==> src/hdl/tdr_pkg.sv <==
// Shared types and constants of the trajectory distance rank core.
// No dependencies; imported by the top level, the checker and the testbench.
`default_nettype none

package tdr_pkg;

	localparam int FLOW_W    = 24;   // input flow, signed Q15.8
	localparam int REL_W     = 25;   // baseline-relative flow
	localparam int OPND_W    = 27;   // difference fed to the squarer
	localparam int RAD_W     = 2 * OPND_W;
	localparam int ROOT_W    = OPND_W;
	localparam int SUM_W     = 40;
	localparam int DIST_W    = 31;
	localparam int LEN_W     = 7;
	localparam int ERR_W     = 31;
	localparam int METHOD_W  = 2;
	localparam int MAX_FRAMES_DEF = 64;

	localparam logic [1:0] OP_BASE   = 2'd0;
	localparam logic [1:0] OP_FRAME  = 2'd1;
	localparam logic [1:0] OP_CLOSE  = 2'd2;
	localparam logic [1:0] OP_UNUSED = 2'd3;

	localparam logic [1:0] METHOD_FINAL = 2'd0;
	localparam logic [1:0] METHOD_ACCUM = 2'd1;
	localparam logic [1:0] METHOD_ADJ   = 2'd2;

	localparam logic [1:0] V_REJECT = 2'd0;
	localparam logic [1:0] V_OTHER  = 2'd1;
	localparam logic [1:0] V_OWN    = 2'd2;
	localparam logic [1:0] V_EQUAL  = 2'd3;

	localparam logic CFG_METHOD    = 1'b0;
	localparam logic CFG_THRESHOLD = 1'b1;

endpackage

`default_nettype wire

==> src/hdl/tdr_isqrt.sv <==
// Iterative integer square root, one result bit per cycle (floor of root).
// Standalone; the root width is given as a parameter.
`default_nettype none

module tdr_isqrt #(
	parameter int RW = 27
) (
	input  wire logic            clk,
	input  wire logic            arst_n,
	input  wire logic            go,
	input  wire logic [2*RW-1:0] radicand,
	output logic                 done,
	output logic [RW-1:0]        root
);
	localparam int CW = $clog2(RW + 1);

	logic [2*RW-1:0] rad_q;
	logic [RW+2:0]   rem_q;
	logic [CW-1:0]   cnt_q;
	logic            busy_q;
	logic [RW+2:0]   rem_sh;
	logic [RW+2:0]   trial;
	logic            ge;

	assign rem_sh = {rem_q[RW:0], rad_q[2*RW-1:2*RW-2]};
	assign trial  = {1'b0, root, 2'b01};
	assign ge     = rem_sh >= trial;

	always_ff @(posedge clk or negedge arst_n) begin
		if (!arst_n) begin
			busy_q <= 1'b0;
			done   <= 1'b0;
			cnt_q  <= '0;
		end else begin
			done <= busy_q && !go && (cnt_q == CW'(1));
			if (go) begin
				busy_q <= 1'b1;
				cnt_q  <= CW'(RW);
			end else if (busy_q) begin
				cnt_q <= cnt_q - 1'b1;
				if (cnt_q == CW'(1)) begin
					busy_q <= 1'b0;
				end
			end
		end
	end

	always_ff @(posedge clk) begin
		if (go) begin
			rad_q <= radicand;
			rem_q <= '0;
			root  <= '0;
		end else if (busy_q) begin
			rad_q <= {rad_q[2*RW-3:0], 2'b00};
			rem_q <= ge ? (rem_sh - trial) : rem_sh;
			root  <= {root[RW-2:0], ge};
		end
	end

endmodule

`default_nettype wire

==> src/hdl/tdr_div.sv <==
// Restoring divider, one quotient bit per cycle, truncating.
// Standalone; parameters give dividend and divisor widths.
`default_nettype none

module tdr_div #(
	parameter int NW = 40,
	parameter int DW = 7
) (
	input  wire logic          clk,
	input  wire logic          arst_n,
	input  wire logic          go,
	input  wire logic [NW-1:0] num,
	input  wire logic [DW-1:0] den,
	output logic               done,
	output logic [NW-1:0]      quo
);
	localparam int CW = $clog2(NW + 1);

	logic [DW-1:0] den_q;
	logic [DW-1:0] rem_q;
	logic [CW-1:0] cnt_q;
	logic          busy_q;
	logic [DW:0]   rsh;
	logic          ge;

	assign rsh = {rem_q, quo[NW-1]};
	assign ge  = rsh >= {1'b0, den_q};

	always_ff @(posedge clk or negedge arst_n) begin
		if (!arst_n) begin
			busy_q <= 1'b0;
			done   <= 1'b0;
			cnt_q  <= '0;
		end else begin
			done <= busy_q && !go && (cnt_q == CW'(1));
			if (go) begin
				busy_q <= 1'b1;
				cnt_q  <= CW'(NW);
			end else if (busy_q) begin
				cnt_q <= cnt_q - 1'b1;
				if (cnt_q == CW'(1)) begin
					busy_q <= 1'b0;
				end
			end
		end
	end

	always_ff @(posedge clk) begin
		if (go) begin
			quo   <= num;
			den_q <= den;
			rem_q <= '0;
		end else if (busy_q) begin
			rem_q <= ge ? DW'(rsh - {1'b0, den_q}) : rsh[DW-1:0];
			quo   <= {quo[NW-2:0], ge};
		end
	end

endmodule

`default_nettype wire

==> src/hdl/trajectory_distance_rank_core.sv <==
// Top level of the trajectory distance rank core: sequencer, state and shared
// squarer, driving the tdr_isqrt and tdr_div units. Depends on tdr_pkg.
//
// Channel   Dir  Handshake            Payload
// s_*       in   s_tvalid/s_tready    tuser: opcode; tdata: flows, lengths, errors
// m_*       out  m_tvalid/m_tready    tuser: verdict; tdata: distance_value
// cfg_*     in   cfg_wr_en            cfg_index selects register, cfg_data value
//
// A baseline item loads the baseline flows and clears the span state. A frame
// item runs one root in the final-frame method, a root then a 40-bit divide in
// the accumulated method and two roots with adjacent increments; the iterative
// root and divide units give one bit per cycle. A close item runs a divide
// unless the method is accumulated or the span is zero. Reset clears the
// sequencer, configuration, span and handshake state, not the payload registers.
// The output register lets a new item enter while a result waits; only a close
// item that finds the output register still full stalls on m_tready.
`default_nettype none

module trajectory_distance_rank_core
	import tdr_pkg::*;
#(
	parameter int MAX_FRAMES = MAX_FRAMES_DEF
) (
	input  wire logic         clk,
	input  wire logic         arst_n,
	input  wire logic         s_tvalid,
	output logic              s_tready,
	// own_dx, own_dy, other_dx, other_dy, span_length, own_extrap_len,
	// other_extrap_len, own_fit_error, other_fit_error, zero pad
	input  wire logic [183:0] s_tdata,
	// opcode
	input  wire logic [1:0]   s_tuser,
	output logic              m_tvalid,
	input  wire logic         m_tready,
	// distance_value, zero pad
	output logic [31:0]       m_tdata,
	// verdict
	output logic [1:0]        m_tuser,
	input  wire logic         cfg_wr_en,
	input  wire logic         cfg_index,
	input  wire logic [30:0]  cfg_data
);
	localparam int FIW = $clog2(MAX_FRAMES + 1);
	localparam int DVW = (FIW > LEN_W) ? FIW : LEN_W;

	typedef enum logic [3:0] {
		ST_IDLE, ST_OPS, ST_SQX, ST_SQY, ST_ADD, ST_ROOT, ST_POST,
		ST_FDIV, ST_FIN, ST_CLOSE, ST_CDIV, ST_EMIT
	} state_t;

	state_t state_q;

	// Configuration.
	logic [METHOD_W-1:0] method_q;
	logic [DIST_W-1:0]   thr_q;

	// Span state.
	logic signed [FLOW_W-1:0] box_q, boy_q, bhx_q, bhy_q;
	logic signed [REL_W-1:0]  lox_q, loy_q, lhx_q, lhy_q;
	logic signed [REL_W-1:0]  ox_q, oy_q, hx_q, hy_q;
	logic [SUM_W-1:0]         sum_q;
	logic [ROOT_W-1:0]        lnorm_q;
	logic [FIW-1:0]           fidx_q;

	// Close item fields.
	logic [LEN_W-1:0] span_q, olen_q, hlen_q;
	logic [ERR_W-1:0] oerr_q, herr_q;
	logic [SUM_W-1:0] dist_q;
	logic             rej_q;

	// Shared squarer and unit handshakes.
	logic signed [OPND_W-1:0] opa_q, opb_q, mul_in;
	logic signed [RAD_W-1:0]  prod;
	logic [RAD_W-1:0]         sqa_q, sqb_q;
	logic                     phase_q;
	logic                     sq_go_q, div_go_q;
	logic [RAD_W-1:0]         sq_rad_q;
	logic [SUM_W-1:0]         div_num_q;
	logic [DVW-1:0]           div_den_q;
	logic                     sq_done, div_done;
	logic [ROOT_W-1:0]        root;
	logic [SUM_W-1:0]         quo;

	// Input field views.
	logic [1:0]               in_op;
	logic signed [FLOW_W-1:0] in_ox, in_oy, in_hx, in_hy;

	logic [SUM_W:0]       sum_add;
	logic [SUM_W-1:0]     addend;
	logic [SUM_W-1:0]     sum_sat;
	logic [DIST_W-1:0]    dist_sat;
	logic [1:0]           verdict;

	assign in_op = s_tuser;
	assign in_ox = s_tdata[23:0];
	assign in_oy = s_tdata[47:24];
	assign in_hx = s_tdata[71:48];
	assign in_hy = s_tdata[95:72];

	assign s_tready = (state_q == ST_IDLE);

	// One multiplier, shared by both squares of both distances.
	assign mul_in = (state_q == ST_SQX) ? opa_q : opb_q;
	assign prod   = mul_in * mul_in;

	// Saturating accumulate of whichever unit finished last.
	assign addend  = (state_q == ST_FDIV) ? quo : SUM_W'(root);
	assign sum_add = {1'b0, sum_q} + {1'b0, addend};
	assign sum_sat = sum_add[SUM_W] ? '1 : sum_add[SUM_W-1:0];

	assign dist_sat = (dist_q > SUM_W'({DIST_W{1'b1}})) ? '1 : dist_q[DIST_W-1:0];

	always_comb begin
		if (rej_q || (dist_sat > thr_q)) begin
			verdict = V_REJECT;
		end else if (olen_q < hlen_q) begin
			verdict = V_OTHER;
		end else if (olen_q > hlen_q) begin
			verdict = V_OWN;
		end else if (oerr_q > herr_q) begin
			verdict = V_OTHER;
		end else if (oerr_q < herr_q) begin
			verdict = V_OWN;
		end else begin
			verdict = V_EQUAL;
		end
	end

	always_ff @(posedge clk or negedge arst_n) begin
		if (!arst_n) begin
			method_q <= METHOD_ADJ;
			thr_q    <= DIST_W'(256);
		end else if (cfg_wr_en) begin
			case (cfg_index)
				CFG_METHOD:    method_q <= cfg_data[METHOD_W-1:0];
				CFG_THRESHOLD: thr_q    <= cfg_data;
				default:       ;
			endcase
		end
	end

	always_ff @(posedge clk or negedge arst_n) begin
		if (!arst_n) begin
			state_q   <= ST_IDLE;
			box_q     <= '0;
			boy_q     <= '0;
			bhx_q     <= '0;
			bhy_q     <= '0;
			lox_q     <= '0;
			loy_q     <= '0;
			lhx_q     <= '0;
			lhy_q     <= '0;
			sum_q     <= '0;
			lnorm_q   <= '0;
			fidx_q    <= '0;
			phase_q   <= 1'b0;
			sq_go_q   <= 1'b0;
			div_go_q  <= 1'b0;
			rej_q     <= 1'b0;
			m_tvalid  <= 1'b0;
		end else begin
			// Start pulses for the root and divide units.
			sq_go_q  <= (state_q == ST_ADD);
			div_go_q <= ((state_q == ST_POST) && !phase_q && (method_q == METHOD_ACCUM))
				|| ((state_q == ST_CLOSE) && (method_q != METHOD_ACCUM) && (span_q != '0));
			if ((state_q == ST_EMIT) && (!m_tvalid || m_tready)) begin
				m_tvalid <= 1'b1;
			end else if (m_tready) begin
				m_tvalid <= 1'b0;
			end
			case (state_q)
				ST_IDLE: begin
					if (s_tvalid) begin
						case (in_op)
							OP_BASE: begin
								box_q   <= in_ox;
								boy_q   <= in_oy;
								bhx_q   <= in_hx;
								bhy_q   <= in_hy;
								lox_q   <= '0;
								loy_q   <= '0;
								lhx_q   <= '0;
								lhy_q   <= '0;
								sum_q   <= '0;
								lnorm_q <= '0;
								fidx_q  <= '0;
							end
							OP_FRAME: begin
								if (fidx_q < FIW'(MAX_FRAMES)) begin
									state_q <= ST_OPS;
								end
							end
							OP_CLOSE: begin
								state_q <= ST_CLOSE;
							end
							default: ;
						endcase
					end
				end
				ST_OPS: begin
					phase_q <= 1'b0;
					state_q <= ST_SQX;
				end
				ST_SQX:  state_q <= ST_SQY;
				ST_SQY:  state_q <= ST_ADD;
				ST_ADD:  state_q <= ST_ROOT;
				ST_ROOT: begin
					if (sq_done) begin
						state_q <= ST_POST;
					end
				end
				ST_POST: begin
					if (phase_q) begin
						sum_q   <= sum_sat;
						state_q <= ST_FIN;
					end else begin
						lnorm_q <= root;
						if (method_q == METHOD_ACCUM) begin
							state_q <= ST_FDIV;
						end else if (method_q == METHOD_FINAL) begin
							state_q <= ST_FIN;
						end else begin
							phase_q <= 1'b1;
							state_q <= ST_SQX;
						end
					end
				end
				ST_FDIV: begin
					if (div_done) begin
						sum_q   <= sum_sat;
						state_q <= ST_FIN;
					end
				end
				ST_FIN: begin
					lox_q   <= ox_q;
					loy_q   <= oy_q;
					lhx_q   <= hx_q;
					lhy_q   <= hy_q;
					fidx_q  <= fidx_q + 1'b1;
					state_q <= ST_IDLE;
				end
				ST_CLOSE: begin
					// A zero span rejects, except in the accumulated method.
					rej_q <= (method_q != METHOD_ACCUM) && (span_q == '0);
					if ((method_q == METHOD_ACCUM) || (span_q == '0)) begin
						state_q <= ST_EMIT;
					end else begin
						state_q <= ST_CDIV;
					end
				end
				ST_CDIV: begin
					if (div_done) begin
						state_q <= ST_EMIT;
					end
				end
				ST_EMIT: begin
					if (!m_tvalid || m_tready) begin
						lox_q    <= '0;
						loy_q    <= '0;
						lhx_q    <= '0;
						lhy_q    <= '0;
						sum_q    <= '0;
						lnorm_q  <= '0;
						fidx_q   <= '0;
						state_q  <= ST_IDLE;
					end
				end
				default: state_q <= ST_IDLE;
			endcase
		end
	end

	// Payload registers.
	always_ff @(posedge clk) begin
		if (s_tready && s_tvalid) begin
			ox_q   <= REL_W'(in_ox) - REL_W'(box_q);
			oy_q   <= REL_W'(in_oy) - REL_W'(boy_q);
			hx_q   <= REL_W'(in_hx) - REL_W'(bhx_q);
			hy_q   <= REL_W'(in_hy) - REL_W'(bhy_q);
			span_q <= s_tdata[102:96];
			olen_q <= s_tdata[109:103];
			hlen_q <= s_tdata[116:110];
			oerr_q <= s_tdata[147:117];
			herr_q <= s_tdata[178:148];
		end
		case (state_q)
			ST_OPS: begin
				opa_q <= OPND_W'(ox_q) - OPND_W'(hx_q);
				opb_q <= OPND_W'(oy_q) - OPND_W'(hy_q);
			end
			ST_POST: begin
				// Increment of each trajectory since the previous frame.
				opa_q <= (OPND_W'(ox_q) - OPND_W'(lox_q)) - (OPND_W'(hx_q) - OPND_W'(lhx_q));
				opb_q <= (OPND_W'(oy_q) - OPND_W'(loy_q)) - (OPND_W'(hy_q) - OPND_W'(lhy_q));
				div_num_q <= SUM_W'(root);
				div_den_q <= DVW'(fidx_q) + 1'b1;
			end
			ST_SQX: sqa_q <= prod;
			ST_SQY: sqb_q <= prod;
			ST_ADD: sq_rad_q <= sqa_q + sqb_q;
			ST_CLOSE: begin
				dist_q    <= ((method_q != METHOD_ACCUM) && (span_q == '0)) ?
					SUM_W'({DIST_W{1'b1}}) : sum_q;
				div_num_q <= (method_q == METHOD_FINAL) ? SUM_W'(lnorm_q) : sum_q;
				div_den_q <= DVW'(span_q);
			end
			ST_CDIV: begin
				if (div_done) begin
					dist_q <= quo;
				end
			end
			ST_EMIT: begin
				if (!m_tvalid || m_tready) begin
					m_tdata <= {1'b0, dist_sat};
					m_tuser <= verdict;
				end
			end
			default: ;
		endcase
	end

	tdr_isqrt #(
		.RW(ROOT_W)
	) u_isqrt (
		.clk      (clk),
		.arst_n   (arst_n),
		.go       (sq_go_q),
		.radicand (sq_rad_q),
		.done     (sq_done),
		.root     (root)
	);

	tdr_div #(
		.NW(SUM_W),
		.DW(DVW)
	) u_div (
		.clk    (clk),
		.arst_n (arst_n),
		.go     (div_go_q),
		.num    (div_num_q),
		.den    (div_den_q),
		.done   (div_done),
		.quo    (quo)
	);

	// The frame counter never passes capacity.
	a_fidx_cap: assert property (@(posedge clk) disable iff (!arst_n)
		fidx_q <= FIW'(MAX_FRAMES))
		else $error("frame index beyond capacity");

	// The divider is never started with a zero divisor.
	a_div_den: assert property (@(posedge clk) disable iff (!arst_n)
		div_go_q |-> (div_den_q != '0))
		else $error("divide by zero started");

	// A distance over the threshold always comes out rejected.
	a_reject: assert property (@(posedge clk) disable iff (!arst_n)
		(m_tvalid && (m_tdata[30:0] > thr_q)) |-> (m_tuser == V_REJECT))
		else $error("distance over threshold not rejected");

endmodule

`default_nettype wire

==> config.mk <==
export PLATFORM = sky130hd
export DESIGN_NAME = trajectory_distance_rank_core
export DESIGN_NICKNAME = d
export VERILOG_FILES = /design/src/hdl/tdr_pkg.sv /design/src/hdl/tdr_isqrt.sv /design/src/hdl/tdr_div.sv /design/src/hdl/trajectory_distance_rank_core.sv
export SDC_FILE = /design/constraint.sdc
export NUM_CORES = 2
export LEC_CHECK = 0
export BUFFER_PORTS_ARGS = -buffer_cell sky130_fd_sc_hd__buf_2
export CELL_PAD_IN_SITES_DETAIL_PLACEMENT = 0
export CELL_PAD_IN_SITES_GLOBAL_PLACEMENT = 1
export CORE_UTILIZATION = 25
export DETAILED_ROUTE_END_ITERATION = 12
export PLACE_DENSITY_LB_ADDON = 0.1
export SLEW_MARGIN = 10
export SYNTH_ARGS = -nofsm -noshare
export SYNTH_HDL_FRONTEND = slang
export SYNTH_SLANG_ARGS = --single-unit
==> constraint.sdc <==
create_clock -name clk -period 13.5 [get_ports clk]
set_input_delay 1.35 -clock clk [delete_from_list [all_inputs] [get_ports clk]]
set_output_delay 1.35 -clock clk [all_outputs]
set_load 0.02 [all_outputs]
# Yosys cells after proc, flatten, opt, wreduce, memory -nomap -nowiden
# Cells that the tools add are included.
[totals] ff_bits=1009
[classes] bitwise=1 reduce_logical=43 eq_ne=27 mul=1 add_sub_neg=19 muxes=72 n_lt_le_gt_ge=9
[ops] cell="40-bit two-way mux" n=12
[ops] cell="25-bit one-hot mux with 3 select lines" n=4
[ops] cell="40-bit one-hot mux with 2 select lines" n=2
[ops] cell="40-bit one-hot mux with 4 select lines" n=1
[ops] cell="25-bit by 25-bit subtractor with 26-bit output" n=6
[ops] cell="27-bit two-way mux" n=5
[ops] cell="54-bit two-way mux" n=2
[ops] cell="27-bit one-hot mux with 2 select lines" n=2
[ops] cell="24-bit by 24-bit subtractor with 25-bit output" n=4
[ops] cell="27-bit one-hot mux with 3 select lines" n=1
[ops] cell="25-bit two-way mux" n=3
[ops] cell="31-bit greater-than comparator" n=2
[ops] cell="54-bit adder" n=1
[ops] cell="27-bit by 27-bit multiplier with 54-bit output" n=1
[ops] cell="26-bit by 26-bit subtractor with 27-bit output" n=2
[ops] cell="4-bit one-hot mux with 11 select lines" n=1
[ops] cell="40-bit by 40-bit adder with 41-bit output" n=1
[ops] cell="40-bit by 31-bit greater-than comparator with 1-bit output (second input constant)" n=1
[ops] cell="4-bit two-way mux" n=9
[ops] cell="31-bit < comparator" n=1
[ops] cell="31-bit two-way mux" n=1
[ops] cell="30-bit by 29-bit greater-or-equal comparator with 1-bit output" n=1
[ops] cell="28-bit two-way mux" n=1
[ops] cell="7-bit two-way mux" n=4
[ops] cell="47 further kinds" n=104

# Longest topological paths before layout
[logic_depth] word_depth=6 ltp_mapped=36 mapped_depth_nobuf=31

# Modules after synthesis
# From an unflattened synthesis, not the netlist that was laid out.
[hier_totals] cells_unflattened=7636 area_unflattened_um2=79925.4
[by_module_without_submodules] mod="trajectory_distance_rank_core" area_per_inst_um2=70326.2 seq_area_each_um2=23334.9 cells_per_inst=6789 n_inst=1
[by_module_without_submodules] mod="tdr_isqrt" area_per_inst_um2=6523.8 seq_area_each_um2=2897.8 cells_per_inst=618 n_inst=1
[by_module_without_submodules] mod="tdr_div" area_per_inst_um2=3075.4 seq_area_each_um2=1751.7 cells_per_inst=229 n_inst=1

# Least setup slack after synthesis
# No wires, ideal clock.
[synth_path] path_type="flip-flop to flip-flop" from="register state_q[0]" to="register sqa_q[47], data pin" stages_incl_launch_ff=29 synth_period_minus_slack_ns=9.239 path_buffers=4 setup_ns=0.263 setup_slack_ns=4.261 arrival_ns=8.975 cell_sequence="dfrtp_1 -> clkbuf_1 -> inv_1 -> nand2_1 -> nor3_1 -> buf_2 -> buf_2 -> mux2i_1 -> clkbuf_1 -> nor2_1 -> fa_1 -> fa_1 -> fa_1 -> ha_1 -> inv_1 -> fa_1 -> inv_1 -> fa_1 -> inv_1 -> fa_1 -> inv_1 -> ha_1 -> a21oi_1 -> nor3b_1 -> nand3_1 -> a221oi_2 -> o21bai_1 -> a21oi_1 -> xnor2_1"
[synth_via] elab_chain_len=3
[synth_rtl] element="start, declared" line="trajectory_distance_rank_core.sv:51" rtl="state_t state_q;"
[synth_rtl] element="start signal, assigned" line="trajectory_distance_rank_core.sv:144" rtl="state_q <= ST_IDLE;"
[synth_rtl] element="start signal, assigned" line="trajectory_distance_rank_core.sv:190" rtl="state_q <= ST_OPS;"
[synth_rtl] element="start signal, assigned" line="trajectory_distance_rank_core.sv:194" rtl="state_q <= ST_CLOSE;"
[synth_rtl] element="4-bit by 2-bit equality test with 1-bit output" line="trajectory_distance_rank_core.sv:103" rtl="assign mul_in = (state_q == ST_SQX) ? opa_q : opb_q;"
[synth_rtl] element="27-bit two-way mux" line="trajectory_distance_rank_core.sv:103"
[synth_rtl] element="27-bit by 27-bit multiplier with 54-bit output" line="trajectory_distance_rank_core.sv:104" rtl="assign prod = mul_in * mul_in;"
[synth_rtl] element="via prod[47]" line="trajectory_distance_rank_core.sv:73" rtl="logic signed [RAD_W-1:0] prod;"
[synth_rtl] element="end signal, assigned" line="trajectory_distance_rank_core.sv:298" rtl="ST_SQX: sqa_q <= prod;"
[synth_rtl] element="end, declared" line="trajectory_distance_rank_core.sv:74" rtl="logic [RAD_W-1:0] sqa_q, sqb_q;"
# The timed path passes the listed nets, and every way through them passes these cells.
# A chain may end at the register's enable or synchronous reset.

# Worst setup path in the final report
[layout_path] from="register state_q[0]" to="register sqa_q[52], data pin"
# Same word-level chain as after synthesis.

==> impl_metrics.py <==
metrics = {
    "outcome": {
        "status": "finished clean",
    },
    "layout": {
        "fin_util": 0.2862,
        "fillers": 33255,
        "drive_gt1_frac": 0.1104,
        "nets": 9500,
        "layout_commonest_cell": "inv_1",
        "final_cell_mix": "inv_1 (1294), fa_1 (807), nand2_1 (713)",
        "syn2layout_area_growth_pct": 13.89,
    },
    "worst_setup_path": {
        "crit_type": "reg2reg",
        "worstPathArrival_ns": 11.34,
        "worstReg2RegEnd": "sqa_q[52]",
        "end_kind": "register",
        "worstRegToRegCells": 29,
        "cpMaxStageDelayCell": "mux2i_2",
        "critPathMaxFanout": 31,
        "rrSetupSlack_ns": 2.66,
        "cpPeakStageDelay_ns": 0.72,
        "cpMostUsedCell": "fa_1",
        "worstPathRequired_ns": 14.00,
        "timing.rr.start": "state_q[0]",
        "cp-start-kind": "register",
    },
    "logic_synthesis": {
        "syn_area_um2": 79860,
        "synth-async-reset-ratio": 0.3247,
        "syn_avg_cell_area_um2": 10.45,
        "syn_inst": 7643,
        "synth_cell_types": 101,
        "synth_edf_count": 618,
        "synth_nets": 9246,
        "synth_seq_area_share": 0.3504,
        "synth-seq-cells": 1007,
        "yosysWarnings": 0,
        "synth-main-ff-cell": "edfxtp_1",
    },
    "timing": {
        "clock_skew_ns": 0.08644,
        "period_needed_ns": 10.84,
        "hold_viol": 0,
        "fin_tns_setup_ns": 0,
        "slew_headroom": 0.1070,
        "fin_ws_ns": 2.662,
        "slew_viol_final": 0,
        "period_share": 0.8028,
        "finalSetupViolations": 0,
        "rsz0062_at_grt": "false",
        "tightest_slew_ns": 1.335,
        "max_freq_mhz": 92.27,
    },
    "placement": {
        "io_buffers": 252,
        "pre_cts_slack_ns": 2.453,
        "gp_congestion": 0.8103,
        "dpl.hpwl_um": 176000,
    },
    "clock_tree": {
        "cts_sinks": 1007,
        "cts_buffer_depth": 4,
        "cts_resized": 0,
        "insertion_delay_ns": 0.82,
        "htree_levels": 4,
        "cts_root_buf": "clkbuf_16",
        "cts_tree": "done",
        "cts_hold_buf": 0,
        "postCtsSetupBuffers": 0,
        "path_clk_slew_ns": 0.06,
        "numCtsBuffers": 140,
    },
    "min_path": {
        "hold_path.class": "reg2reg",
        "hold_depth": 0,
        "min_from": "div_den_q[0]",
        "min_to": "u_div.den_q[0]",
    },
    "detailed_routing": {
        "routed_wl_um": 232400,
        "viasPerCell": 4.381,
        "antenna_left": 0,
        "initialDrtViolationCount": 2219,
        "route.detailed.wl_per_inst_um": 19.07,
        "drt_pre_antenna_iters": 5,
        "vias": 53412,
        "drc": 0,
    },
    "floorplan": {
        "initial_core_util": 0.2513,
        "die_h_um": 567.2,
        "rows": 207,
        "core-area_um2": 317800,
        "boundaryPins": 259,
        "fp.dieArea_um2": 321700,
        "die_w_um": 567.2,
    },
    "grt": {
        "grt_usage": 0.1446,
        "antenna_found_initial": 10,
        "grt_pass1_wl_um": 358800,
        "grt_pass1_vias": 58157,
        "grt_max_degree": 123,
        "grt-ovfl-total": 0,
    },
    "job": {
        "cap_violations": 0,
    },
}
-- layer usage --
metal | vias up | share of wire | wire, um | global-route usage
li1 | 25995 | - | - | -
met1 | 26489 | 0.46 | 108000 | 0.1912
met2 | 643 | 0.48 | 111300 | 0.2471
met3 | 285 | 0.030 | 7001 | 0.01873
met4 | 0 | 0.027 | 6184 | 0.03838
met5 | - | 0 | 0 | 0
-- flip-flops by register name, indices dropped and copies added, names as in the netlist, 27 cells and up --
name	cells
dist_q	40
div_num_q	40
herr_q	31
lnorm_q	27
m_tdata	31
oerr_q	31
opa_q	27
opb_q	27
sq_rad_q	54
sqa_q	53
sqb_q	53
sum_q	40
thr_q	31
u_div.quo	40
u_isqrt.rad_q	54
u_isqrt.rem_q	28
u_isqrt.root	27
-- cell families (layout without fill, tap and decap cells) --
group / count (synthesis) / after routing / share of synthesized area
fa+ha+maj: 1380 / 1380 / 0.2921
xor+xnor: 333 / 333 / 0.03652
compound gates: 1380 / 1380 / 0.1112
simple gates: 1705 / 1705 / 0.09488
flops: 1007 / 1007 / 0.3504
buf+inv: 1523 / 1887 / 0.07185
mux: 314 / 314 / 0.04302
other cells: 1 / 5 / 0.00004696
-- worst max-delay path by stage --
stage | startpoint | end | slack, ns
2_1_floorplan | state_q[0] | sqa_q[47] | 4.26
6_report | state_q[0] | sqa_q[52] | 2.66
5_1_grt | state_q[0] | sqa_q[47] | 1.76
4_1_cts | state_q[0] | sqa_q[47] | 2.36
3_3_place_gp | state_q[0] | sqa_q[47] | 2.45
3_5_place_dp | state_q[0] | sqa_q[47] | 2.45
-- through the flow --
stage	area [um^2]	instances	hold slack [ns]
floorplan	79860	7643	0.4003
global placement	86330	11935	0.4066
detailed placement	86330	11935	0.4056
CTS	90940	12187	0.4188
global route	90950	12189	0.4424
finish	90950	12191	0.4198
-- critical path: cells and delay by family, from the launching register on --
kind	cells	cell delay, ns
buffers and inverters	7	2.12
multiplexers	1	0.72
XOR/XNOR	1	0.11
AND/OR/NAND/NOR	4	0.87
flip-flops	1	0.60
adder cells (fa/ha/maj)	8	3.99
AO/OA/AOI/OAI	8	1.99
-- area by class of cell --
cell class                      instances  area, um^2  share of cell area
Multi-Input combinational cell       5113       46330              0.5094
Sequential cell                      1007       27990              0.3078
Tap cell                             4180        5230             0.05750
Inverter                             1304        4895             0.05381
Clock buffer                          189        3861             0.04245
Timing Repair Buffer                  331        1877             0.02063
Clock inverter                         63       757.0            0.008323
Antenna cell                            4       10.01           0.0001101
-- Yosys cell counts, types with 178 or more instances --
cell type,number,area share
inv_1,1295,0.061
fa_1,807,0.20
nand2_1,718,0.034
edfxtp_1,618,0.23
ha_1,573,0.090
nor2_1,478,0.022
o21ai_0,398,0.025
dfrtp_1,325,0.10
a21oi_1,324,0.020
mux2_2,234,0.033
xnor2_1,212,0.023
clkbuf_1,178,0.0084
Power is left out: the tool's default activity adds up to more than one toggle a clock period on the data nets, which glitch-free logic cannot reach.
